===== src/hdl/swsc_pkg.sv =====
// ----------------------------------------------------------------------------
// swsc_pkg
// Shared types and constants of the go-back-n sender congestion control.
// ----------------------------------------------------------------------------
package swsc_pkg;

    // fixed field widths
    localparam int unsigned DATA_W     = 16;
    localparam int unsigned WIN_W      = 7;
    localparam int unsigned KIND_W     = 3;
    localparam int unsigned APB_ADDR_W = 3;
    localparam int unsigned APB_DATA_W = 32;

    // threshold loaded at reset
    localparam logic [WIN_W-1:0] START_THRESHOLD_RST = 7'd16;

    // register map (word index)
    localparam logic REG_START_THRESHOLD = 1'b0;

    // command queue between front and back
    localparam int unsigned QUEUE_DEPTH = 4;
    localparam int unsigned QPTR_W      = $clog2(QUEUE_DEPTH);
    localparam int unsigned QCNT_W      = $clog2(QUEUE_DEPTH + 1);

    // input command codes
    localparam logic [1:0] CMD_SEND    = 2'd0;
    localparam logic [1:0] CMD_ACK     = 2'd1;
    localparam logic [1:0] CMD_TIMEOUT = 2'd2;

    // result kinds
    typedef enum logic [KIND_W-1:0] {
        KIND_SEND_NEW     = 3'd0,
        KIND_RESEND       = 3'd1,
        KIND_ACK_DONE     = 3'd2,
        KIND_TIMEOUT_DONE = 3'd3,
        KIND_WAIT         = 3'd4,
        KIND_EXHAUSTED    = 3'd5
    } t_kind;

    // decoded operation
    typedef enum logic [1:0] {
        OP_SEND,
        OP_ACK,
        OP_TIMEOUT,
        OP_NONE
    } t_op;

    // back end state
    typedef enum logic {
        BK_IDLE,
        BK_BURST
    } t_back_state;

    // input item
    typedef struct packed {
        logic [1:0]        cmd;
        logic              have_new;
        logic [DATA_W-1:0] ack_number;
    } t_in_item;

    // result item
    typedef struct packed {
        t_kind             kind;
        logic [DATA_W-1:0] seq_number;
        logic [DATA_W-1:0] window_base;
        logic [WIN_W-1:0]  window_size;
        logic [WIN_W-1:0]  threshold;
        logic              last;
    } t_out_item;

    // queued command
    typedef struct packed {
        t_op               op;
        logic              have_new;
        logic [DATA_W-1:0] ack_number;
    } t_op_entry;

    // front to queue
    typedef struct packed {
        logic      valid;
        t_op_entry entry;
    } t_q_push;

    // queue to back
    typedef struct packed {
        logic      valid;
        t_op_entry entry;
    } t_q_head;

    // threshold register write towards the back end
    typedef struct packed {
        logic             wr;
        logic [WIN_W-1:0] value;
    } t_cfg_wr;

endpackage


===== src/hdl/swsc_queue.sv =====
// ----------------------------------------------------------------------------
// swsc_queue
// Short fifo of decoded operations between front and back end.
// ----------------------------------------------------------------------------
module swsc_queue (
    input  logic                 i_clk,
    input  logic                 i_rst_n,
    input  swsc_pkg::t_q_push    i_push,
    input  logic                 i_pop,
    output logic                 o_full,
    output swsc_pkg::t_q_head    o_head
);

    swsc_pkg::t_op_entry              r_mem [swsc_pkg::QUEUE_DEPTH];
    logic [swsc_pkg::QPTR_W-1:0]      r_wr_ptr;
    logic [swsc_pkg::QPTR_W-1:0]      r_rd_ptr;
    logic [swsc_pkg::QCNT_W-1:0]      r_count;
    logic [swsc_pkg::QPTR_W-1:0]      n_wr_ptr;
    logic [swsc_pkg::QPTR_W-1:0]      n_rd_ptr;
    logic [swsc_pkg::QCNT_W-1:0]      n_count;
    logic                             do_push;
    logic                             do_pop;

    assign o_full       = (r_count == swsc_pkg::QCNT_W'(swsc_pkg::QUEUE_DEPTH));
    assign o_head.valid = (r_count != '0);
    assign o_head.entry = r_mem[r_rd_ptr];

    assign do_push = i_push.valid && !o_full;
    assign do_pop  = i_pop && o_head.valid;

    // pointer and fill update
    always_comb begin
        n_wr_ptr = r_wr_ptr;
        n_rd_ptr = r_rd_ptr;
        n_count  = r_count;
        if (do_push) begin
            n_wr_ptr = r_wr_ptr + 1'b1;
        end
        if (do_pop) begin
            n_rd_ptr = r_rd_ptr + 1'b1;
        end
        if (do_push && !do_pop) begin
            n_count = r_count + 1'b1;
        end else if (do_pop && !do_push) begin
            n_count = r_count - 1'b1;
        end
    end

    always_ff @(posedge i_clk) begin
        if (!i_rst_n) begin
            r_wr_ptr <= '0;
            r_rd_ptr <= '0;
            r_count  <= '0;
        end else begin
            r_wr_ptr <= n_wr_ptr;
            r_rd_ptr <= n_rd_ptr;
            r_count  <= n_count;
        end
    end

    // entry storage
    always_ff @(posedge i_clk) begin
        if (do_push) begin
            r_mem[r_wr_ptr] <= i_push.entry;
        end
    end

endmodule


===== config.mk =====
export PLATFORM = sky130hd
export DESIGN_NAME = swsc_queue
export DESIGN_NICKNAME = d
export VERILOG_FILES = /design/src/hdl/swsc_pkg.sv /design/src/hdl/swsc_queue.sv
export SDC_FILE = /design/constraint.sdc
export NUM_CORES = 1
export LEC_CHECK = 0
export BUFFER_PORTS_ARGS = -buffer_cell sky130_fd_sc_hd__clkbuf_2
export CAP_MARGIN = 20
export CORE_ASPECT_RATIO = 1.75
export CORE_MARGIN = 2
export CORE_UTILIZATION = 25
export DETAILED_ROUTE_END_ITERATION = 12
export PLACE_DENSITY = 0.39
export SYNTH_ARGS = -nofsm -noshare
export SYNTH_HDL_FRONTEND = slang
export SYNTH_SLANG_ARGS = --single-unit

===== constraint.sdc =====
create_clock -name i_clk -period 3.9 [get_ports i_clk]
set_input_delay 0.78 -clock i_clk [delete_from_list [all_inputs] [get_ports i_clk]]
set_output_delay 0.78 -clock i_clk [all_outputs]
set_load 0.02 [all_outputs]

==> impl_metrics.csv <==
group,metric,value,unit
floorplan,die_w,90.5,um
logic_synthesis,ys_seq_area_frac,0.752,
logic_synthesis,syn_nets,176,
timing,maxSlewHeadroom,0.625,
logic_synthesis,yosys-top-cells-area,"edfxtp_1, mux4_2, mux4_1",
routing,post-route-drc-count,0,
layout,drive_gt1_frac,0.383,
clocking,cts-buffers-inserted,9,
logic_synthesis,synth_ff_type,"edfxtp_1",
place,gpl.final_weighted_congestion,0.659,
logic_synthesis,synth_seq_cells,85,
floorplan,coreArea,12900,um^2
clocking,clock_sink_count,85,
critical_path,worst-setup-path-type,"reg2out",
timing,rsz0062_at_grt,"false",
critical_path,cp_slowest_stage_delay,0.67,ns
timing,fmax,0.381,GHz
floorplan,placementRows,55,
layout,n_fill_cell,1272,
clocking,clockBufferDepth,2,
timing,fin_crit,2.62,ns
logic_synthesis,yosysUniqueCellTypes,23,
routing,first_pass_iters,3,
routing,vias,1504,
critical_path,critPathLaunchType,"flop",
power,power_density,668,nW/um^2
layout,finalNetCount,230,
timing,finalMaxSlewViolations,0,
layout,synthToLayoutAreaGrowth,22.5,%
grt,overflow,0,
timing,fin_crit_sh,0.673,
clocking,htree_num_levels,3,
run_status,status,"completed",
logic_synthesis,avgSynthCellArea,22.3,um^2
floorplan,die_area,14100,um^2
grt,grtUsageTotal,0.0888,
logic_synthesis,synth_common_cells,"edfxtp_1, mux4_2, dfxtp_1",
floorplan,pin_count,44,
logic_synthesis,synth_top_area_share,0.697,
timing,fin_worst_skew,0.00798,ns
power,totalPowerFinal,2680,uW
critical_path,crit_chain,"buf_4 > mux4_1 > clkbuf_2",
timing,worst_pin_slew,0.563,ns
grt,grt_pass1_wl,8910,um
clocking,holdBufCountCts,0,
grt,antenna_found_initial,0,
floorplan,dieHeight,155,um
logic_synthesis,synthArstFlopShare,0,
clocking,cts-root-buf,"clkbuf_16",
grt,grt_max_degree,20,
logic_synthesis,synth_edf_count,76,
logic_synthesis,synth_most_common_cell,"edfxtp_1",
critical_path,cp.required,3.12,ns
critical_path,cp-end-kind,"primary output",
clocking,cts_tree,"done",
place,dp_hpwl,3840,um
clocking,clk_latency,0.33,ns
critical_path,cp_max_fo,19,
critical_path,cp.arrival,1.84,ns
power,p_leak,0.00138,uW
job,drv_cap,0,
routing,avgViaCountPerCell,3.99,
logic_synthesis,synthCells,147,
logic_synthesis,yosysTopAreaCell,"edfxtp_1",
hold_path,holdCritPathClass,"reg2reg",
timing,final-hold-violation-count,0,
logic_synthesis,synthesis.area,3280,um^2
clocking,ctsResizeCount,0,
routing,drtIter0Drc,107,
routing,ant_nets,0,
floorplan,start_util,0.255,
layout,antennaDiodeCount,0,
place,dpl_cell_area,3690,um^2
power,vdd_ir_drop_max,373,uV
layout,finalInstanceArea,4010,um^2
routing,drt-total-wl,5940,um
critical_path,r2r_setup_slack,1.47,ns
timing,setup_viol,0,
clocking,cts_setup_buffers,0,
critical_path,crit_slowest_cell,"mux4_1",
clocking,clkTransAtPathRegs,0.06,ns
routing,wire_per_inst,15.7,um
timing,tns,0,ns
logic_synthesis,ys_warn_count,0,
place,port_buffers,43,
grt,grt_pass1_vias,1560,
==> worst paths after layout <==
| path | start | endpoint | cells after the start |
|---|---|---|---|
| setup / recovery | flop | o_head[14] | 3 |
| hold reg to reg | r_wr_ptr[0] | r_wr_ptr[0] | 2 |
| setup reg to reg | r_count[0] | r_count[2] | 8 |
| hold / removal | r_wr_ptr[0] | r_wr_ptr[0] | 2 |
==> cell usage in the layout (no fill, tap or decap) <==
| cell type | Yosys | routed |
|---|---|---|
| clkinv_4 | 0 | 2 |
| mux4_1 | 7 | 7 |
| o31ai_2 | 1 | 1 |
| nor3b_2 | 1 | 1 |
| clkbuf_1 | 1 | 1 |
| inv_6 | 0 | 1 |
| mux4_2 | 12 | 12 |
| a21boi_0 | 1 | 1 |
| buf_4 | 0 | 5 |
| o311ai_2 | 1 | 1 |
| xnor2_1 | 3 | 3 |
| edfxtp_1 | 76 | 76 |
| clkbuf_2 | 0 | 43 |
| bufinv_16 | 0 | 1 |
| clkinvlp_4 | 0 | 2 |
| ha_1 | 5 | 5 |
| xor2_1 | 1 | 1 |
| clkbuf_16 | 0 | 9 |
| dfxtp_1 | 9 | 9 |
| nand2_1 | 4 | 4 |
| fa_1 | 1 | 1 |
| mux2i_1 | 3 | 3 |
| or3_1 | 2 | 2 |
| buf_16 | 0 | 1 |
| nor2b_1 | 2 | 2 |
| and2_1 | 8 | 8 |
| inv_1 | 3 | 3 |
| o21ai_0 | 1 | 1 |
==> state kept, by name, summed over array words and instances, names as in the netlist, named ones only <==
| signal | count |
|---|---|
| r_mem | 76 |
| r_count | 3 |
| r_rd_ptr | 2 |
| r_wr_ptr | 2 |
==> kinds of logic (layout without fill, tap and decap cells) <==
group,count (synthesis),after routing,share of synthesized area
AO/OA/AOI/OAI,4,4,0.0126
XOR/XNOR,4,4,0.0107
adder cells (fa/ha/maj),6,6,0.0252
flip-flops,85,85,0.752
multiplexers,22,22,0.148
buffers and inverters,9,68,0.0206
AND/OR/NAND/NOR,17,17,0.0313
==> area by class of cell <==
class                      instances  area (um^2)  area share
clock buffer                      10          229      0.0570
timing repair buffer              49          280      0.0698
clock inverter                     6         71.3      0.0178
sequential                        85         2460       0.613
tap                              171          214      0.0533
inverter                           3         11.3     0.00281
multi-input combinational         53          746       0.186
==> worst max-delay path: cells and delay by family (launching register included) <==
kind	cells	cell delay (ns)
buffers and inverters	2	0.54
flip-flops	1	0.31
multiplexers	1	0.67
==> power by group <==
| group | leakage (uW) | switching (uW) | internal [uW] |
|---|---|---|---|
| Sequential | 0.000771 | 47.4 | 1110 |
| Combinational | 0.000474 | 384 | 297 |
| Clock | 0.000139 | 343 | 500 |
==> metrics by stage <==
stage               cells  hold WS (ns)  setup slack [ns]   util
finish                377         0.498              1.28  0.312
global route          377         0.527              1.18  0.312
CTS                   376         0.500              1.21  0.310
detailed placement    360         0.492              1.18  0.286
global placement      360         0.483              1.20  0.286
floorplan             147         0.468              1.60      -
==> metal layers <==
metal	up-vias	global-route usage	share of wire	routed length, um
met1	755	0.0953	0.40	2380
met3	11	0.0266	0.037	217
met5	-	0	0	0
met2	35	0.155	0.54	3200
met4	0	0.0484	0.024	143
li1	703	-	-	-
(Power assumes the default switching activity.)
