===== src/hdl/swsc_pkg.sv =====
// ----------------------------------------------------------------------------
// swsc_pkg
// Shared types and constants of the go-back-n sender congestion control.
// ----------------------------------------------------------------------------
package swsc_pkg;

    // fixed field widths
    localparam int unsigned DATA_W     = 16;
    localparam int unsigned WIN_W      = 7;
    localparam int unsigned KIND_W     = 3;
    localparam int unsigned APB_ADDR_W = 3;
    localparam int unsigned APB_DATA_W = 32;

    // threshold loaded at reset
    localparam logic [WIN_W-1:0] START_THRESHOLD_RST = 7'd16;

    // register map (word index)
    localparam logic REG_START_THRESHOLD = 1'b0;

    // command queue between front and back
    localparam int unsigned QUEUE_DEPTH = 4;
    localparam int unsigned QPTR_W      = $clog2(QUEUE_DEPTH);
    localparam int unsigned QCNT_W      = $clog2(QUEUE_DEPTH + 1);

    // input command codes
    localparam logic [1:0] CMD_SEND    = 2'd0;
    localparam logic [1:0] CMD_ACK     = 2'd1;
    localparam logic [1:0] CMD_TIMEOUT = 2'd2;

    // result kinds
    typedef enum logic [KIND_W-1:0] {
        KIND_SEND_NEW     = 3'd0,
        KIND_RESEND       = 3'd1,
        KIND_ACK_DONE     = 3'd2,
        KIND_TIMEOUT_DONE = 3'd3,
        KIND_WAIT         = 3'd4,
        KIND_EXHAUSTED    = 3'd5
    } t_kind;

    // decoded operation
    typedef enum logic [1:0] {
        OP_SEND,
        OP_ACK,
        OP_TIMEOUT,
        OP_NONE
    } t_op;

    // back end state
    typedef enum logic {
        BK_IDLE,
        BK_BURST
    } t_back_state;

    // input item
    typedef struct packed {
        logic [1:0]        cmd;
        logic              have_new;
        logic [DATA_W-1:0] ack_number;
    } t_in_item;

    // result item
    typedef struct packed {
        t_kind             kind;
        logic [DATA_W-1:0] seq_number;
        logic [DATA_W-1:0] window_base;
        logic [WIN_W-1:0]  window_size;
        logic [WIN_W-1:0]  threshold;
        logic              last;
    } t_out_item;

    // queued command
    typedef struct packed {
        t_op               op;
        logic              have_new;
        logic [DATA_W-1:0] ack_number;
    } t_op_entry;

    // front to queue
    typedef struct packed {
        logic      valid;
        t_op_entry entry;
    } t_q_push;

    // queue to back
    typedef struct packed {
        logic      valid;
        t_op_entry entry;
    } t_q_head;

    // threshold register write towards the back end
    typedef struct packed {
        logic             wr;
        logic [WIN_W-1:0] value;
    } t_cfg_wr;

endpackage


===== src/hdl/swsc_cfg.sv =====
// ----------------------------------------------------------------------------
// swsc_cfg
// APB register block holding the start threshold.
// ----------------------------------------------------------------------------
module swsc_cfg (
    input  logic                                i_clk,
    input  logic                                i_rst_n,
    input  logic                                psel,
    input  logic                                penable,
    input  logic                                pwrite,
    input  logic [swsc_pkg::APB_ADDR_W-1:0]     paddr,
    input  logic [swsc_pkg::APB_DATA_W-1:0]     pwdata,
    output logic [swsc_pkg::APB_DATA_W-1:0]     prdata,
    output logic                                pready,
    output swsc_pkg::t_cfg_wr                   o_cfg_wr
);

    logic [swsc_pkg::WIN_W-1:0] r_start_threshold;
    logic [swsc_pkg::WIN_W-1:0] n_start_threshold;
    logic                       sel_thr;
    logic                       wr_en;

    // address decode
    assign sel_thr = (paddr[2] == swsc_pkg::REG_START_THRESHOLD);
    assign wr_en   = psel && penable && pwrite && sel_thr;
    assign pready  = 1'b1;

    // register update
    always_comb begin
        n_start_threshold = r_start_threshold;
        if (wr_en) begin
            n_start_threshold = pwdata[swsc_pkg::WIN_W-1:0];
        end
    end

    always_ff @(posedge i_clk) begin
        if (!i_rst_n) begin
            r_start_threshold <= swsc_pkg::START_THRESHOLD_RST;
        end else begin
            r_start_threshold <= n_start_threshold;
        end
    end

    // read back
    assign prdata = sel_thr
        ? {{(swsc_pkg::APB_DATA_W - swsc_pkg::WIN_W){1'b0}}, r_start_threshold}
        : '0;

    // write strobe to the back end, which reloads its threshold
    assign o_cfg_wr.wr    = wr_en;
    assign o_cfg_wr.value = pwdata[swsc_pkg::WIN_W-1:0];

endmodule


===== config.mk =====
export PLATFORM = sky130hd
export DESIGN_NAME = swsc_cfg
export DESIGN_NICKNAME = d
export VERILOG_FILES = /design/src/hdl/swsc_pkg.sv /design/src/hdl/swsc_cfg.sv
export SDC_FILE = /design/constraint.sdc
export NUM_CORES = 1
export LEC_CHECK = 0
export BUFFER_PORTS_ARGS = -buffer_cell sky130_fd_sc_hd__buf_2
export CAP_MARGIN = 10
export CORE_MARGIN = 3
export CORE_UTILIZATION = 33
export DETAILED_ROUTE_END_ITERATION = 10
export PLACE_DENSITY = 0.95
export SETUP_SLACK_MARGIN = 0.3
export SYNTH_ARGS = -nofsm -noshare
export SYNTH_HDL_FRONTEND = slang
export SYNTH_SLANG_ARGS = --single-unit

===== constraint.sdc =====
create_clock -name i_clk -period 1.25 [get_ports i_clk]
set_input_delay 0 -clock i_clk [delete_from_list [all_inputs] [get_ports i_clk]]
set_output_delay 0 -clock i_clk [all_outputs]
set_load 0.01 [all_outputs]

==> impl_metrics.yaml, run 1 <==
synth:
  synth_edf_count: 0
  syn_inst: 74
  synth_warnings: 0
  synth_top_area_cell: "buf_4"
  ys_types: 10
  ys_seq_elements: 7
  netlist_area_um2: 616.8
  synthTopCellsByCount: "buf_4, nand2_1, and2b_2, dfxtp_1, mux2i_1"
  yosysSeqAreaShare: 0.2272
  synth_ff_type: "dfxtp_1"
  syn_area_per_cell_um2: 8.336
  synth_top_area_frac: 0.4138
  synth.most_common_cell: "buf_4"
  async_reset_ff_frac: 0
  synth_area_leaders: "buf_4, dfxtp_1, mux2i_1"
setup_path:
  timing.rr.end: "r_start_threshold[4]"
  worstSetupPathType: "reg -> out"
  crit_arrival_ns: 0.88
  r2r_cells: 2
  required_ns: 1.25
  crit_chain: "and2b_2 -> buf_2"
  end_kind: "primary output"
  path_max_fanout: 2
  slowest_stage: "dfxtp_1"
  r2r_start: "r_start_threshold[4]"
  crit_path_max_incr_delay_ns: 0.31
  startpoint_type: "flip-flop"
  reg2reg_slack_ns: 0.66
  crit_buf_inv: 1
  crit_family: "flip-flops"
  cp-startpoint: "r_start_threshold[6]"
power:
  seqPwrFrac: 0.415
  p_sw_mw: 0.1639
  p_int_mw: 0.3911
  leakage_nw: 0.3658
  ir_worst_vdd_uv: 309.1
  power_frac_clock: 0.375
  power_switching_share: 0.2953
  powerDensity_mw_per_mm2: 859.7
  p_comb_frac: 0.210
cells_and_area:
  nets: 136
  fillers: 189
  drive_above_1_share: 0.4000
  largest_register_ffs: 7
  largestRegisters: "r_start_threshold x7"
  regArea_um2: 140.1
  num_antenna_cells: 0
  regMostFlops: "r_start_threshold"
  multiInputGateArea_um2: 296.5
  fin_cells: 119
  syn_to_final_growth_pct: 4.665
hold_path:
  hold_end: "r_start_threshold[3]"
  holdCritStartpoint: "pwdata[3]"
  hold_depth: 3
  hold_class: "in -> reg"
clock_network:
  clkTransAtPathRegs_ns: 0.05
  clk_latency_ns: 0.25
  cts.sinks: 7
  clock_path_buffers: 2
  cts_buffers: 3
  cts_tree: "done"
  clock-root-buffer: "clkbuf_4"
  cts-htree-levels: 1
placement:
  gp_congestion: 0.6319
  io_buffer_count: 27
  place_inst: 114
  place_hpwl_um: 935.4
sta:
  setup_viol: 0
  hold_viol_final: 0
  grt_setup_unrepaired: "false"
  worst_clock_skew_ns: 0
  slew_violations: 0
  fmax_mhz: 1141
  fin_setup_tns_ns: 0
  min_period_ns: 0.8768
  min_period_over_period: 0.7014
drt:
  met1_length_um: 375
  topRoutingLayerUsed: "met3"
  route.met3.wl_um: 154
  via_per_inst: 3.697
  drt.antenna.violating_nets: 0
  wl_met2_um: 621
  wl_per_cell_um: 9.681
  first_iter_violations: 4
  first_pass_iters: 4
  drcViolationCount: 0
  wl_um: 1152
  vias: 440
die:
  start_util: 0.3786
  row_count: 14
  die_h_um: 49.24
  die_w_um: 49.24
  io_pins: 81
  coreArea_mm2: 0.001629
  die_area_mm2: 0.002424
flow_run:
  drv_cap: 0
grt:
  grt_pass1_wl_um: 1566
  overflow: 0
  grt_max_degree: 15
  grt_usage: 0.09033
  grt_pass1_vias: 361
  antenna_found_initial: 0
run_status:
  status: "finished clean"
[layer usage]
layer,track usage,vias up
li1,-,210
met1,0.06618,200
met2,0.1674,30
met3,0.06728,0
met4,0.04265,0
met5,0,-
[placed cells by master (no fill, tap or decap)]
cell type / count
buf_2: 27
conb_1: 26
nand2_1: 12
and2b_2: 7
mux2i_1: 7
dfxtp_1: 7
clkbuf_4: 3
nor2b_1: 2
and4b_1: 1
clkbuf_1: 1
dlygate4sd3_1: 1
buf_4: 1
[layout make-up]
class / instances / area share
Multi-Input combinational cell: 55 / 0.4593
Timing Repair Buffer: 29 / 0.2364
Sequential cell: 7 / 0.2171
Tap cell: 24 / 0.04651
Clock buffer: 4 / 0.04070
[how the worst max path moves through the flow]
stage	endpoint	slack, ns	depth (start not counted)
2_1_floorplan	r_start_threshold[0]	0.65	3
3_5_place_dp	r_start_threshold[5]	0.38	4
3_3_place_gp	r_start_threshold[3]	0.42	4
5_1_grt	prdata[6]	0.32	2
4_1_cts	prdata[6]	0.36	2
6_report	prdata[6]	0.37	2
[worst register-to-register path, cell delays in order (launching register included)]
cell	delay, ns
dfxtp_1	0.30
nor2b_1	0.11
mux2i_1	0.07
[cells by family (layout without fill, tap and decap cells)]
group                  count (synthesis)  after routing  share of synthesized area
buffers and inverters                 36             33                     0.4381
and+or+nand+nor                       22             22                     0.2089
muxes                                  7              7                     0.1136
DFF                                    7              7                     0.2272
other                                  2             26                    0.01217
[per-stage QoR]
| step | util | hold WS, ns | total power, mW | cell area [um^2] | setup WS, ns |
|---|---|---|---|---|---|
| floorplan | - | 0.09177 | 0.3822 | 706.9 | 0.6451 |
| global placement | 0.3740 | 0.1990 | 0.3444 | 609.3 | 0.4213 |
| detailed placement | 0.3740 | 0.2017 | 0.3481 | 609.3 | 0.3767 |
| CTS | 0.3902 | 0.005656 | 0.5584 | 635.6 | 0.3572 |
| global route | 0.3963 | 0.001493 | 0.5989 | 645.6 | 0.3217 |
| finish | 0.3963 | 0.006649 | 0.5551 | 645.6 | 0.3732 |
[power by group through the flow]
stage | combinational (mW) | sequential (mW) | clock (mW)
floorplan | 0.148 | 0.235 | 0
global placement | 0.110 | 0.235 | 0
detailed placement | 0.113 | 0.235 | 0
CTS | 0.113 | 0.230 | 0.215
global route | 0.128 | 0.231 | 0.241
finish | 0.117 | 0.230 | 0.208
[timing repair]
item / CTS / global route
gates resized for setup: 0 / 0
buffers inserted: 0 / 0
endpoints found under the hold margin: 0 / 1
hold buffers: 0 / 1
No activity file was read; power rests on OpenSTA's default activity.
==> inputs of run 2 (changes only) <==
- ABC_AREA: not set -> 1
- CORE_ASPECT_RATIO: not set -> 1.75
- CORE_UTILIZATION: 33 -> 29
- PLACE_DENSITY: 0.95 -> 0.87
- clock period: 1.25 -> 0.8 ns (I/O delays scaled with it)
==> impl_metrics.yaml, run 2 <==
placement:
  io_buffer_count: 27
  place_hpwl_um: 970.7
  gp_congestion: 0.6146
  place_area_um2: 661.9
  place_inst: 138
clock_network:
  cts-htree-levels: 1
  cts_buffers: 3
  clkTransAtPathRegs_ns: 0.05
  clock-root-buffer: "clkbuf_4"
  clk_latency_ns: 0.26
  clock_path_buffers: 2
  cts_tree: "done"
  cts.sinks: 7
synth:
  netlist_area_um2: 673.1
  syn_inst: 98
  syn_area_per_cell_um2: 6.869
  synth_top_area_cell: "buf_4"
  ys_seq_elements: 7
  synth_area_leaders: "buf_4, dfxtp_1, nor2_1"
  async_reset_ff_frac: 0
  synth_top_area_frac: 0.3792
  synth_edf_count: 0
  synthTopCellsByCount: "buf_4, nor2_1, inv_1"
  yosysSeqAreaShare: 0.2082
  synth_ff_type: "dfxtp_1"
  synth_warnings: 0
  ys_types: 15
  synth.most_common_cell: "buf_4"
sta:
  fin_setup_tns_ns: -0.1057
  setup_viol: 6
  min_period_ns: 0.8265
  hold_viol_final: 1
  slew_violations: 0
  grt_setup_unrepaired: "true"
  fmax_mhz: 1210
  min_period_over_period: 1.033
  worst_slack_ns: -0.02647
  worst_clock_skew_ns: 0
  whs_ns: -0.02804
setup_path:
  end_kind: "primary output"
  startpoint_type: "flip-flop"
  crit_arrival_ns: 0.83
  r2r_cells: 3
  required_ns: 0.80
  path_max_fanout: 2
  worstSetupPathType: "reg -> out"
grt:
  grt_pass1_vias: 453
  grt.met1_usage: 0.05008
  grt_usage: 0.07889
  globalRouteMet2Util: 0.1562
  top_usage_layer: "met2"
  overflow: 0
  grt.met3_usage: 0
  antenna_found_initial: 0
  grt_max_degree: 10
  grt_pass1_wl_um: 1697
cells_and_area:
  fin_cells: 144
  layout_common_cells: "conb_1, buf_2, nor2_1, inv_2, nor2_2"
  layout_commonest_cell: "conb_1"
  drive_above_1_share: 0.5000
  syn_to_final_growth_pct: 11.71
  largest_register_ffs: 7
  largestRegisters: "r_start_threshold x7"
  final_area_um2: 752.0
  fillers: 259
  nets: 161
  regMostFlops: "r_start_threshold"
  num_antenna_cells: 0
hold_path:
  hold_class: "in -> reg"
  hold_depth: 3
drt:
  wl_um: 1101
  vias: 513
  drcViolationCount: 0
  drt.antenna.violating_nets: 0
  via_per_inst: 3.563
  first_pass_iters: 3
  first_iter_violations: 6
  wl_per_cell_um: 7.646
die:
  io_pins: 81
  start_util: 0.3135
  die_area_mm2: 0.002958
  die_h_um: 69.74
  die_w_um: 42.42
  coreArea_mm2: 0.002147
  row_count: 22
run_status:
  status: "complete, but fails checks"
  violations: "hold timing, setup timing"
power:
  ir_worst_vdd_uv: 377.2
  p_total_mw: 0.9501
  powerDensity_mw_per_mm2: 1264
  leakage_nw: 0.4532
flow_run:
  drv_cap: 0
==> run 2: changes by cell type in the layout (fill, tap and decap cells not counted), sizes merged <==
cell,previous run,this run
o21ai,0,1
nor2b,2,0
mux2i,7,0
buf,28,29
inv,0,16
and4b,1,0
nand3,0,7
nor2,0,21
nand2,12,9
dlygate4sd3,1,0
and2b,7,0
==> run 2: kinds of logic (layout without fill, tap and decap cells) <==
logic type,Yosys count,in the layout,share of synthesized area
buffers and inverters,51,49,0.4888
other,2,26,0.01116
flip-flops,7,7,0.2082
AND/OR/NAND/NOR,37,37,0.2844
AO/OA/AOI/OAI,1,1,0.007428
==> run 2: through the flow <==
| step | setup slack (ns) | hold slack (ns) | utilization |
|---|---|---|---|
| after floorplan | 0.2731 | 0.08462 | - |
| after global routing | -0.07528 | -0.01957 | 0.3502 |
| after detailed placement | 0.1142 | 0.1992 | 0.3083 |
| final | -0.02647 | -0.02804 | 0.3502 |
| after CTS | -0.02454 | -0.03653 | 0.3432 |
| after global placement | 0.1520 | 0.1985 | 0.3083 |
==> run 2: area by class of cell <==
cell class                      instances  area (um^2)  share of cell area
Clock buffer                            4        26.28             0.03494
Tap cell                               24        30.03             0.03993
Timing Repair Buffer                   29        175.2              0.2329
Multi-Input combinational cell         64        309.0              0.4110
Inverter                               16        62.56             0.08319
Sequential cell                         7        148.9              0.1980
==> run 2: routing by layer <==
layer,share of wire,wire length [um],vias to the layer above
met5,0,0,-
met4,0.054,59,0
met3,0.13,143,5
met2,0.56,612,37
met1,0.26,286,203
li1,-,-,268
==> run 2: repair_timing <==
item,CTS,global route
cloned,0,0
setup buffers,2,0
hold endpoints to repair,1,1
setup endpoints to repair,15,14
pin swaps,9,4
resized for setup,10,13
==> run 2: path summary, 6_finish.rpt <==
| check | startpoint | end | slack, ns |
|---|---|---|---|
| worst min register to register | r_start_threshold[1] | r_start_threshold[1] | 0.46 |
| worst min-delay path | pwdata[4] | r_start_threshold[4] | -0.03 |
| worst max-delay path | r_start_threshold[4] | prdata[4] | -0.03 |
| worst max register to register | r_start_threshold[0] | r_start_threshold[0] | 0.15 |
==> run 2: worst max-delay path: stages, from the launching register on <==
cell and delay (ns):
dfxtp_2 0.33, inv_2 0.03, nor2_2 0.08, buf_2 0.13
==> run 2: power by group <==
part           switching, mW  internal (mW)
Combinational          0.160         0.0835
Sequential           0.00847          0.364
Clock                  0.143          0.191
Total                  0.312          0.639
