<file path="src/hdl/swsc_pkg.sv">
// ----------------------------------------------------------------------------
// swsc_pkg
// Shared types and constants of the go-back-n sender congestion control.
// ----------------------------------------------------------------------------
package swsc_pkg;

    // fixed field widths
    localparam int unsigned DATA_W     = 16;
    localparam int unsigned WIN_W      = 7;
    localparam int unsigned KIND_W     = 3;
    localparam int unsigned APB_ADDR_W = 3;
    localparam int unsigned APB_DATA_W = 32;

    // threshold loaded at reset
    localparam logic [WIN_W-1:0] START_THRESHOLD_RST = 7'd16;

    // register map (word index)
    localparam logic REG_START_THRESHOLD = 1'b0;

    // command queue between front and back
    localparam int unsigned QUEUE_DEPTH = 4;
    localparam int unsigned QPTR_W      = $clog2(QUEUE_DEPTH);
    localparam int unsigned QCNT_W      = $clog2(QUEUE_DEPTH + 1);

    // input command codes
    localparam logic [1:0] CMD_SEND    = 2'd0;
    localparam logic [1:0] CMD_ACK     = 2'd1;
    localparam logic [1:0] CMD_TIMEOUT = 2'd2;

    // result kinds
    typedef enum logic [KIND_W-1:0] {
        KIND_SEND_NEW     = 3'd0,
        KIND_RESEND       = 3'd1,
        KIND_ACK_DONE     = 3'd2,
        KIND_TIMEOUT_DONE = 3'd3,
        KIND_WAIT         = 3'd4,
        KIND_EXHAUSTED    = 3'd5
    } t_kind;

    // decoded operation
    typedef enum logic [1:0] {
        OP_SEND,
        OP_ACK,
        OP_TIMEOUT,
        OP_NONE
    } t_op;

    // back end state
    typedef enum logic {
        BK_IDLE,
        BK_BURST
    } t_back_state;

    // input item
    typedef struct packed {
        logic [1:0]        cmd;
        logic              have_new;
        logic [DATA_W-1:0] ack_number;
    } t_in_item;

    // result item
    typedef struct packed {
        t_kind             kind;
        logic [DATA_W-1:0] seq_number;
        logic [DATA_W-1:0] window_base;
        logic [WIN_W-1:0]  window_size;
        logic [WIN_W-1:0]  threshold;
        logic              last;
    } t_out_item;

    // queued command
    typedef struct packed {
        t_op               op;
        logic              have_new;
        logic [DATA_W-1:0] ack_number;
    } t_op_entry;

    // front to queue
    typedef struct packed {
        logic      valid;
        t_op_entry entry;
    } t_q_push;

    // queue to back
    typedef struct packed {
        logic      valid;
        t_op_entry entry;
    } t_q_head;

    // threshold register write towards the back end
    typedef struct packed {
        logic             wr;
        logic [WIN_W-1:0] value;
    } t_cfg_wr;

endpackage

</file>
<file path="src/hdl/swsc_stream_if.sv">
// ----------------------------------------------------------------------------
// swsc_stream_if
// Valid/ready channel carrying one payload item per transfer.
// ----------------------------------------------------------------------------
interface swsc_stream_if #(
    parameter type T = logic
);
    logic valid;
    logic ready;
    T     data;

    modport source (output valid, output data, input ready);
    modport sink   (input valid, input data, output ready);
endinterface

</file>
<file path="src/hdl/swsc_back.sv">
// ----------------------------------------------------------------------------
// swsc_back
// Executes queued operations on the window state and drives the results.
// ----------------------------------------------------------------------------
module swsc_back #(
    parameter int unsigned MAX_WINDOW = 64,
    parameter int unsigned SEQ_BITS   = 16
) (
    input  logic                 i_clk,
    input  logic                 i_rst_n,
    input  swsc_pkg::t_q_head    i_head,
    output logic                 o_pop,
    input  swsc_pkg::t_cfg_wr    i_cfg_wr,
    swsc_stream_if.source        o_result
);

    localparam int unsigned WIN_W = swsc_pkg::WIN_W;
    localparam logic [WIN_W-1:0] MAX_WIN = WIN_W'(MAX_WINDOW);

    // window state
    logic [WIN_W-1:0]       r_cwnd,     n_cwnd;
    logic [WIN_W-1:0]       r_ssthresh, n_ssthresh;
    logic [SEQ_BITS-1:0]    r_base,     n_base;
    logic [SEQ_BITS-1:0]    r_tx,       n_tx;
    logic [SEQ_BITS-1:0]    r_new,      n_new;
    logic [SEQ_BITS-1:0]    r_acked,    n_acked;
    swsc_pkg::t_back_state  r_state,    n_state;

    // output register
    logic                   r_out_valid, n_out_valid;
    swsc_pkg::t_out_item    r_out,       n_out;
    logic                   load;

    // shared datapath terms
    logic [SEQ_BITS:0]      wend;
    logic [SEQ_BITS-1:0]    tx_inc;
    logic                   resend_ok;
    logic                   more;
    logic                   can_emit;
    logic [SEQ_BITS-1:0]    ack_a;
    logic [SEQ_BITS-1:0]    ack_a1;
    logic [WIN_W:0]         grown;
    logic [WIN_W-1:0]       grown_sat;
    logic [WIN_W-1:0]       half_cwnd;

    function automatic logic [WIN_W-1:0] clamp_thr(input logic [WIN_W-1:0] v);
        logic [WIN_W-1:0] r;
        if (v == '0) begin
            r = WIN_W'(1);
        end else if (v > MAX_WIN) begin
            r = MAX_WIN;
        end else begin
            r = v;
        end
        return r;
    endfunction

    function automatic swsc_pkg::t_out_item make_item(
        input swsc_pkg::t_kind     kind,
        input logic [SEQ_BITS-1:0] seq,
        input logic [SEQ_BITS-1:0] base,
        input logic [WIN_W-1:0]    cwnd,
        input logic [WIN_W-1:0]    thr,
        input logic                last
    );
        swsc_pkg::t_out_item it;
        logic [31:0]         seq32;
        logic [31:0]         base32;
        seq32          = 32'(seq);
        base32         = 32'(base);
        it.kind        = kind;
        it.seq_number  = seq32[swsc_pkg::DATA_W-1:0];
        it.window_base = base32[swsc_pkg::DATA_W-1:0];
        it.window_size = cwnd;
        it.threshold   = thr;
        it.last        = last;
        return it;
    endfunction

    // window end and resend conditions
    assign wend      = {1'b0, r_base} + (SEQ_BITS+1)'(r_cwnd);
    assign tx_inc    = r_tx + 1'b1;
    assign resend_ok = ({1'b0, r_tx} < wend) && (r_tx < r_new);
    assign more      = ({1'b0, tx_inc} < wend) && (tx_inc < r_new);
    assign can_emit  = !r_out_valid || o_result.ready;

    // ack number in sequence space
    assign ack_a  = SEQ_BITS'(32'(i_head.entry.ack_number));
    assign ack_a1 = ack_a + 1'b1;

    // window growth: double in slow start, else plus one, saturating
    assign grown     = (r_cwnd < r_ssthresh) ? {r_cwnd, 1'b0} : ({1'b0, r_cwnd} + 1'b1);
    assign grown_sat = (grown > {1'b0, MAX_WIN}) ? MAX_WIN : grown[WIN_W-1:0];
    assign half_cwnd = r_cwnd >> 1;

    // next state and result
    always_comb begin
        n_cwnd     = r_cwnd;
        n_ssthresh = r_ssthresh;
        n_base     = r_base;
        n_tx       = r_tx;
        n_new      = r_new;
        n_acked    = r_acked;
        n_state    = r_state;
        n_out      = r_out;
        load       = 1'b0;
        o_pop      = 1'b0;

        unique case (r_state)
            swsc_pkg::BK_IDLE: begin
                if (i_head.valid && can_emit) begin
                    o_pop = 1'b1;
                    load  = 1'b1;
                    case (i_head.entry.op)
                        swsc_pkg::OP_SEND: begin
                            if (resend_ok) begin
                                // first number of a resend burst
                                n_out = make_item(swsc_pkg::KIND_RESEND, r_tx, r_base,
                                                  r_cwnd, r_ssthresh, !more);
                                n_tx  = tx_inc;
                                if (more) begin
                                    n_state = swsc_pkg::BK_BURST;
                                end
                            end else if (({1'b0, r_new} < wend) && i_head.entry.have_new) begin
                                if (&r_new) begin
                                    n_out = make_item(swsc_pkg::KIND_EXHAUSTED, '0, r_base,
                                                      r_cwnd, r_ssthresh, 1'b1);
                                end else begin
                                    n_out = make_item(swsc_pkg::KIND_SEND_NEW, r_new, r_base,
                                                      r_cwnd, r_ssthresh, 1'b1);
                                    n_new = r_new + 1'b1;
                                    n_tx  = r_new + 1'b1;
                                end
                            end else begin
                                n_out = make_item(swsc_pkg::KIND_WAIT, '0, r_base,
                                                  r_cwnd, r_ssthresh, 1'b1);
                            end
                        end
                        swsc_pkg::OP_ACK: begin
                            // acks of unsent numbers are ignored
                            if (ack_a < r_new) begin
                                if (ack_a1 > r_acked) begin
                                    n_acked = ack_a1;
                                end
                                // whole window covered: slide and grow
                                if ({1'b0, ack_a1} >= wend) begin
                                    n_base = ack_a1;
                                    n_cwnd = grown_sat;
                                    if (r_tx < ack_a1) begin
                                        n_tx = ack_a1;
                                    end
                                end
                            end
                            n_out = make_item(swsc_pkg::KIND_ACK_DONE, '0, n_base,
                                              n_cwnd, r_ssthresh, 1'b1);
                        end
                        swsc_pkg::OP_TIMEOUT: begin
                            n_ssthresh = (half_cwnd == '0) ? WIN_W'(1) : half_cwnd;
                            n_cwnd     = WIN_W'(1);
                            n_tx       = r_acked;
                            if (r_acked > r_base) begin
                                n_base = r_acked;
                            end
                            n_out = make_item(swsc_pkg::KIND_TIMEOUT_DONE, '0, n_base,
                                              n_cwnd, n_ssthresh, 1'b1);
                        end
                        default: begin
                            n_out = make_item(swsc_pkg::KIND_WAIT, '0, r_base,
                                              r_cwnd, r_ssthresh, 1'b1);
                        end
                    endcase
                end
            end
            swsc_pkg::BK_BURST: begin
                // one resend per cycle while the output accepts, up to window end or newest number
                if (can_emit) begin
                    load  = 1'b1;
                    n_out = make_item(swsc_pkg::KIND_RESEND, r_tx, r_base,
                                      r_cwnd, r_ssthresh, !more);
                    n_tx  = tx_inc;
                    if (!more) begin
                        n_state = swsc_pkg::BK_IDLE;
                    end
                end
            end
            default: begin
                n_state = swsc_pkg::BK_IDLE;
            end
        endcase

        // threshold register write reloads the threshold
        if (i_cfg_wr.wr) begin
            n_ssthresh = clamp_thr(i_cfg_wr.value);
        end
    end

    // output register handshake
    always_comb begin
        if (load) begin
            n_out_valid = 1'b1;
        end else if (o_result.ready) begin
            n_out_valid = 1'b0;
        end else begin
            n_out_valid = r_out_valid;
        end
    end

    always_ff @(posedge i_clk) begin
        if (!i_rst_n) begin
            r_cwnd      <= WIN_W'(1);
            r_ssthresh  <= clamp_thr(swsc_pkg::START_THRESHOLD_RST);
            r_base      <= '0;
            r_tx        <= '0;
            r_new       <= '0;
            r_acked     <= '0;
            r_state     <= swsc_pkg::BK_IDLE;
            r_out_valid <= 1'b0;
        end else begin
            r_cwnd      <= n_cwnd;
            r_ssthresh  <= n_ssthresh;
            r_base      <= n_base;
            r_tx        <= n_tx;
            r_new       <= n_new;
            r_acked     <= n_acked;
            r_state     <= n_state;
            r_out_valid <= n_out_valid;
        end
    end

    // result payload
    always_ff @(posedge i_clk) begin
        r_out <= n_out;
    end

    assign o_result.valid = r_out_valid;
    assign o_result.data  = r_out;

endmodule

</file>
<file path="src/flat_wrapper.sv">
// flat-port wrapper written by rule: the top's interface ports become plain ports
module swsc_back_flat 
#(
    parameter int unsigned MAX_WINDOW = 64,
    parameter int unsigned SEQ_BITS   = 16
)
  (i_clk, i_rst_n, i_head, o_pop, i_cfg_wr, o_result_valid, o_result_data, o_result_ready);
  swsc_stream_if o_result_i ();
  input  logic i_clk;
  input  logic i_rst_n;
  input  swsc_pkg::t_q_head i_head;
  output logic o_pop;
  input  swsc_pkg::t_cfg_wr i_cfg_wr;
  output wire logic [$bits(o_result_i.valid)-1:0] o_result_valid;
  output wire logic [$bits(o_result_i.data)-1:0] o_result_data;
  input wire logic [$bits(o_result_i.ready)-1:0] o_result_ready;
  assign o_result_valid = o_result_i.valid;
  assign o_result_data = o_result_i.data;
  assign o_result_i.ready = o_result_ready;
  swsc_back #(.MAX_WINDOW(MAX_WINDOW), .SEQ_BITS(SEQ_BITS)) u_core (.i_clk(i_clk), .i_rst_n(i_rst_n), .i_head(i_head), .o_pop(o_pop), .i_cfg_wr(i_cfg_wr), .o_result(o_result_i));
endmodule
</file>
<file path="config.mk">
export PLATFORM = sky130hd
export DESIGN_NAME = swsc_back_flat
export DESIGN_NICKNAME = d
export VERILOG_FILES = /design/src/hdl/swsc_pkg.sv /design/src/hdl/swsc_stream_if.sv /design/src/hdl/swsc_back.sv /design/src/flat_wrapper.sv
export SDC_FILE = /design/constraint.sdc
export NUM_CORES = 1
export LEC_CHECK = 0
export ABC_AREA = 1
export BUFFER_PORTS_ARGS = -buffer_cell sky130_fd_sc_hd__buf_4
export CAP_MARGIN = 10
export CELL_PAD_IN_SITES_DETAIL_PLACEMENT = 1
export CELL_PAD_IN_SITES_GLOBAL_PLACEMENT = 1
export CORE_UTILIZATION = 46
export CTS_CLUSTER_DIAMETER = 50
export DETAILED_ROUTE_END_ITERATION = 8
export PLACE_DENSITY_LB_ADDON = 0.2
export SLEW_MARGIN = 40
export SYNTH_ARGS = -nofsm -noshare
export SYNTH_HDL_FRONTEND = slang
export SYNTH_SLANG_ARGS = --single-unit
</file>
<file path="constraint.sdc">
create_clock -name i_clk -period 4.5 [get_ports i_clk]
set_input_delay 0.45 -clock i_clk [delete_from_list [all_inputs] [get_ports i_clk]]
set_output_delay 0.45 -clock i_clk [all_outputs]
set_load 0.03 [all_outputs]
</file>
==> impl_summary.md <==
Clock tree
For this design, the sink count on the clock tree is 81. The maximum clock path buffer count is 2. The TritonCTS clock tree is done. The H-tree generated during clock tree synthesis spans 3 levels. CTS placed an instance of clkbuf_16 at the clock tree root. Clock tree synthesis inserted a total of 9 buffers. The later pin in the worst-skew pair is clocked with a latency of 360 ps. The clock transition time at the flip-flop clock pins of the worst setup and hold paths is 70 ps.

Setup path
The worst endpoint data arrival time is 4470 ps. STA puts the critical path data required time at 4800 ps. STA classifies the critical path startpoint as a flip-flop. The worst register-to-register path begins at u_core.r_cwnd[0]. The critical path starts at u_core.r_cwnd[0]. Along the worst path, the maximum fanout reaches 14.

Setup slack on the worst reg-to-reg path comes out at 320 ps. The critical path is of the reg -> reg type. The critical path capture point is u_core.r_base[1]. The capturing point of the worst reg2reg path is u_core.r_base[1]. The endpoint type of the worst setup path is a flip-flop. The worst reg-to-reg path cell count is 23.

Yosys
The cell with the most instances after synthesis is nand2_1. In the synthesized netlist the async set-or-reset flop fraction comes to 0%. When the netlist entered floorplanning its net count stood at 1644. The cell taking the most area after synthesis is ha_1.

For this run, the number of Yosys warnings is 0. In this run, distinct cell masters in the synthesized netlist total 52. Summing the sequential cell areas from Yosys gives 17.4% of the chip area.

After technology mapping, the gate count stands at 1446. Counting flops with a built-in enable in the synthesized netlist gives 1. In the post-synthesis netlist, the biggest area contributors are ha_1 22%, dfxtp_1 17%, nand2_1 12%. The cell area after synthesis is 9380 µm².

The share of the synthesized area in the top cell type is 22.1%. Sorting the synthesized cells by how often they occur yields 307 x nand2_1, 190 x inv_1, 166 x ha_1. Counting flops and latches in the post-synthesis netlist gives 81. The commonest register cell after synthesis is dfxtp_1. The average footprint of a synthesized cell is 6.49 µm².

Placement
The placer congestion estimate is 0.885. The quantity of I/O buffers inserted on ports is 33. The half-perimeter wire length after detailed placement is 27500 µm.

Once placement finished, the instance area stood at 9950 µm². Counting tap cells, the placed design contains a total of 1730 instances.

Floorplan
The die outline area is 21000 µm². Measured along the y axis, the die boundary spans 145 µm. The area inside the core boundary is 19700 µm². The starting utilization of the core area is 47.6%. The number of top-level pins is 34. In this run the horizontal extent of the chip is 145 µm. The total number of placement rows is 51.

Flow run
The tool flagged a number of max-cap violations equal to 0.

STA
Setup repair after global routing could not meet its margin everywhere. The worst path uses 92.8% of the clock period. The hold violation count in the final report was 0. The post-layout minimum cycle time is 4180 ps. The worst hold margin is 395 ps. Setup violations remaining at the end of the flow were counted as 0. Headroom to the max-slew limit came out at 51.9%. For this run, the top clock speed supported by timing is 0.239 GHz. The final number of max-transition violations is 0. The final setup TNS is 0 ps. The slew of the pin with the lowest slew margin is 716 ps. Between clock sinks in the finished design, the worst skew comes to 11.4 ps.

Cells and area
The final layout contains 1675 nets. 0 antenna diodes ended up in the layout. Summing all non-filler instances in the final layout gives an area of 10300 µm².

The area of the multi-input gates is 6830 µm². The final cell count without fillers is 1747. The sequential cells in the finished layout cover a total of 1630 µm². The fraction of layout instances using a drive strength above 1 is 7.89%. The layout overhead on the synthesized area is 9.55%. The number of filler instances in the final layout is 2737.

Route
The average vias per placed instance is 5.80. The first detailed-routing pass took 5 iterations. For this run, design rule violations remaining after detail routing come to 0. For this block, the initial DRC count from the detailed router was 569.

The count of nets left with antenna violations once routing finished came out at 0. The overall routed net length is 34100 µm. Dividing the detail-routed wire length by the instance count gives 19.5 µm.

The via count is 10132.

GRT
The global-route wire length before repair is 54200 µm. The initial antenna violation count is 0. The remaining global-route overflow is 0. The number of global-route vias before repair is 10498. The pin count of the biggest net entering global routing is 56. The total global routing track utilization is 34.1%.

Pwr
Summed over all cells, the static leakage comes to 5.05 nW. The largest voltage drop on the vdd net is 0.197 mV. For this design the ratio of total power to cell area is 307 nW/µm².

Min path
The worst hold path was traced through 3 stages. The worst hold path class is in -> reg.

Run status
The run finished with clean final reports.
-- cells by family (layout without fill, tap and decap cells) --
family / after synthesis / after routing / synth area share, %
XOR/XNOR: 38 / 38 / 3.55
buffers and inverters: 236 / 272 / 9.97
adder cells (fa/ha/maj): 167 / 167 / 22.3
AND/OR/NAND/NOR: 624 / 624 / 29.3
flip-flops: 81 / 81 / 17.4
AO/OA/AOI/OAI: 300 / 300 / 17.5
-- worst max-delay path, stage by stage (launching register included) --
cell	delay, ps
dfxtp_1	430
ha_1	250
fa_1	220
nand3_1	100
nand2_2	120
nand2_2	80
nand2_2	130
nand2_1	110
nor4_2	280
xor2_1	450
ha_1	350
nand2_1	80
nor2_1	50
nand4_1	70
nor2_1	60
nand3_1	70
nor2_1	50
a21oi_2	160
nand3_1	140
nand2_4	150
clkinv_2	220
buf_4	250
and3_1	170
nor2_1	110
-- layout by cell type (no fill, tap or decap), types with 5 or more instances in the layout --
cell	n
a211oi_1	5
a21o_1	5
a21oi_1	154
a31oi_1	5
buf_4	57
clkbuf_16	9
dfxtp_1	80
ha_1	166
inv_1	190
inv_2	5
nand2_1	307
nand2_2	11
nand3_1	100
nand3_2	6
nand4_1	32
nor2_1	124
nor3_1	16
o211ai_1	7
o21a_1	5
o21ai_0	90
o21bai_1	6
o22ai_1	6
xor2_1	33
-- stage by stage --
stage	worst slack, ps	util, %	power, mW
after detailed placement	217	50.5	2.35
final	323	52.1	3.16
after global placement	379	50.5	2.28
after floorplan	1060	-	1.89
after CTS	184	52.0	3.15
after global routing	-52.1	52.1	3.39
-- flip-flops by register name, summed over array words and instances (netlist names), 7 cells and up --
name,count
u_core.r_new,16
u_core.r_ssthresh,7
u_core.r_tx,16
u_core.r_cwnd,7
u_core.r_base,16
u_core.r_acked,16
-- worst min-delay path by stage --
stage                                    start              endpoint  slack (ps)
after CTS                          i_cfg_wr[6]  u_core.r_ssthresh[6]         390
after detailed placement  u_core.r_ssthresh[2]  u_core.r_ssthresh[2]         470
final                              i_cfg_wr[6]  u_core.r_ssthresh[6]         390
after floorplan           u_core.r_ssthresh[2]  u_core.r_ssthresh[2]         440
after global placement    u_core.r_ssthresh[6]  u_core.r_ssthresh[6]         460
after global routing               i_cfg_wr[6]  u_core.r_ssthresh[6]         410
-- final cells by class --
cell class | instances | area share, %
clock buffer | 10 | 2.23
timing repair buffer | 58 | 4.27
clock inverter | 6 | 0.670
tap | 265 | 3.23
sequential | 81 | 15.9
inverter | 198 | 7.24
multi-input combinational | 1129 | 66.5
-- power by group --
part	switching (mW)	internal, mW	total (mW)	leakage, nW
clock	0.346	0.433	0.779	0.143
combinational	0.986	0.535	1.52	4.25
sequential	0.0891	0.771	0.860	0.658
-- layer usage --
layer	vias up	global-route usage (%)	routed length [µm]
li1	4919	-	-
met1	4873	42.4	15300
met2	262	58.2	15900
met3	78	4.18	1450
met4	0	16.1	1420
met5	-	0	0
-- repair_timing --
item,4_1_cts,5_1_grt
setup endpoints to repair,0,50
setup buffers,0,1
hold buffers,0,0
gates resized for setup,0,6
No activity file was read; power rests on OpenSTA's default activity.
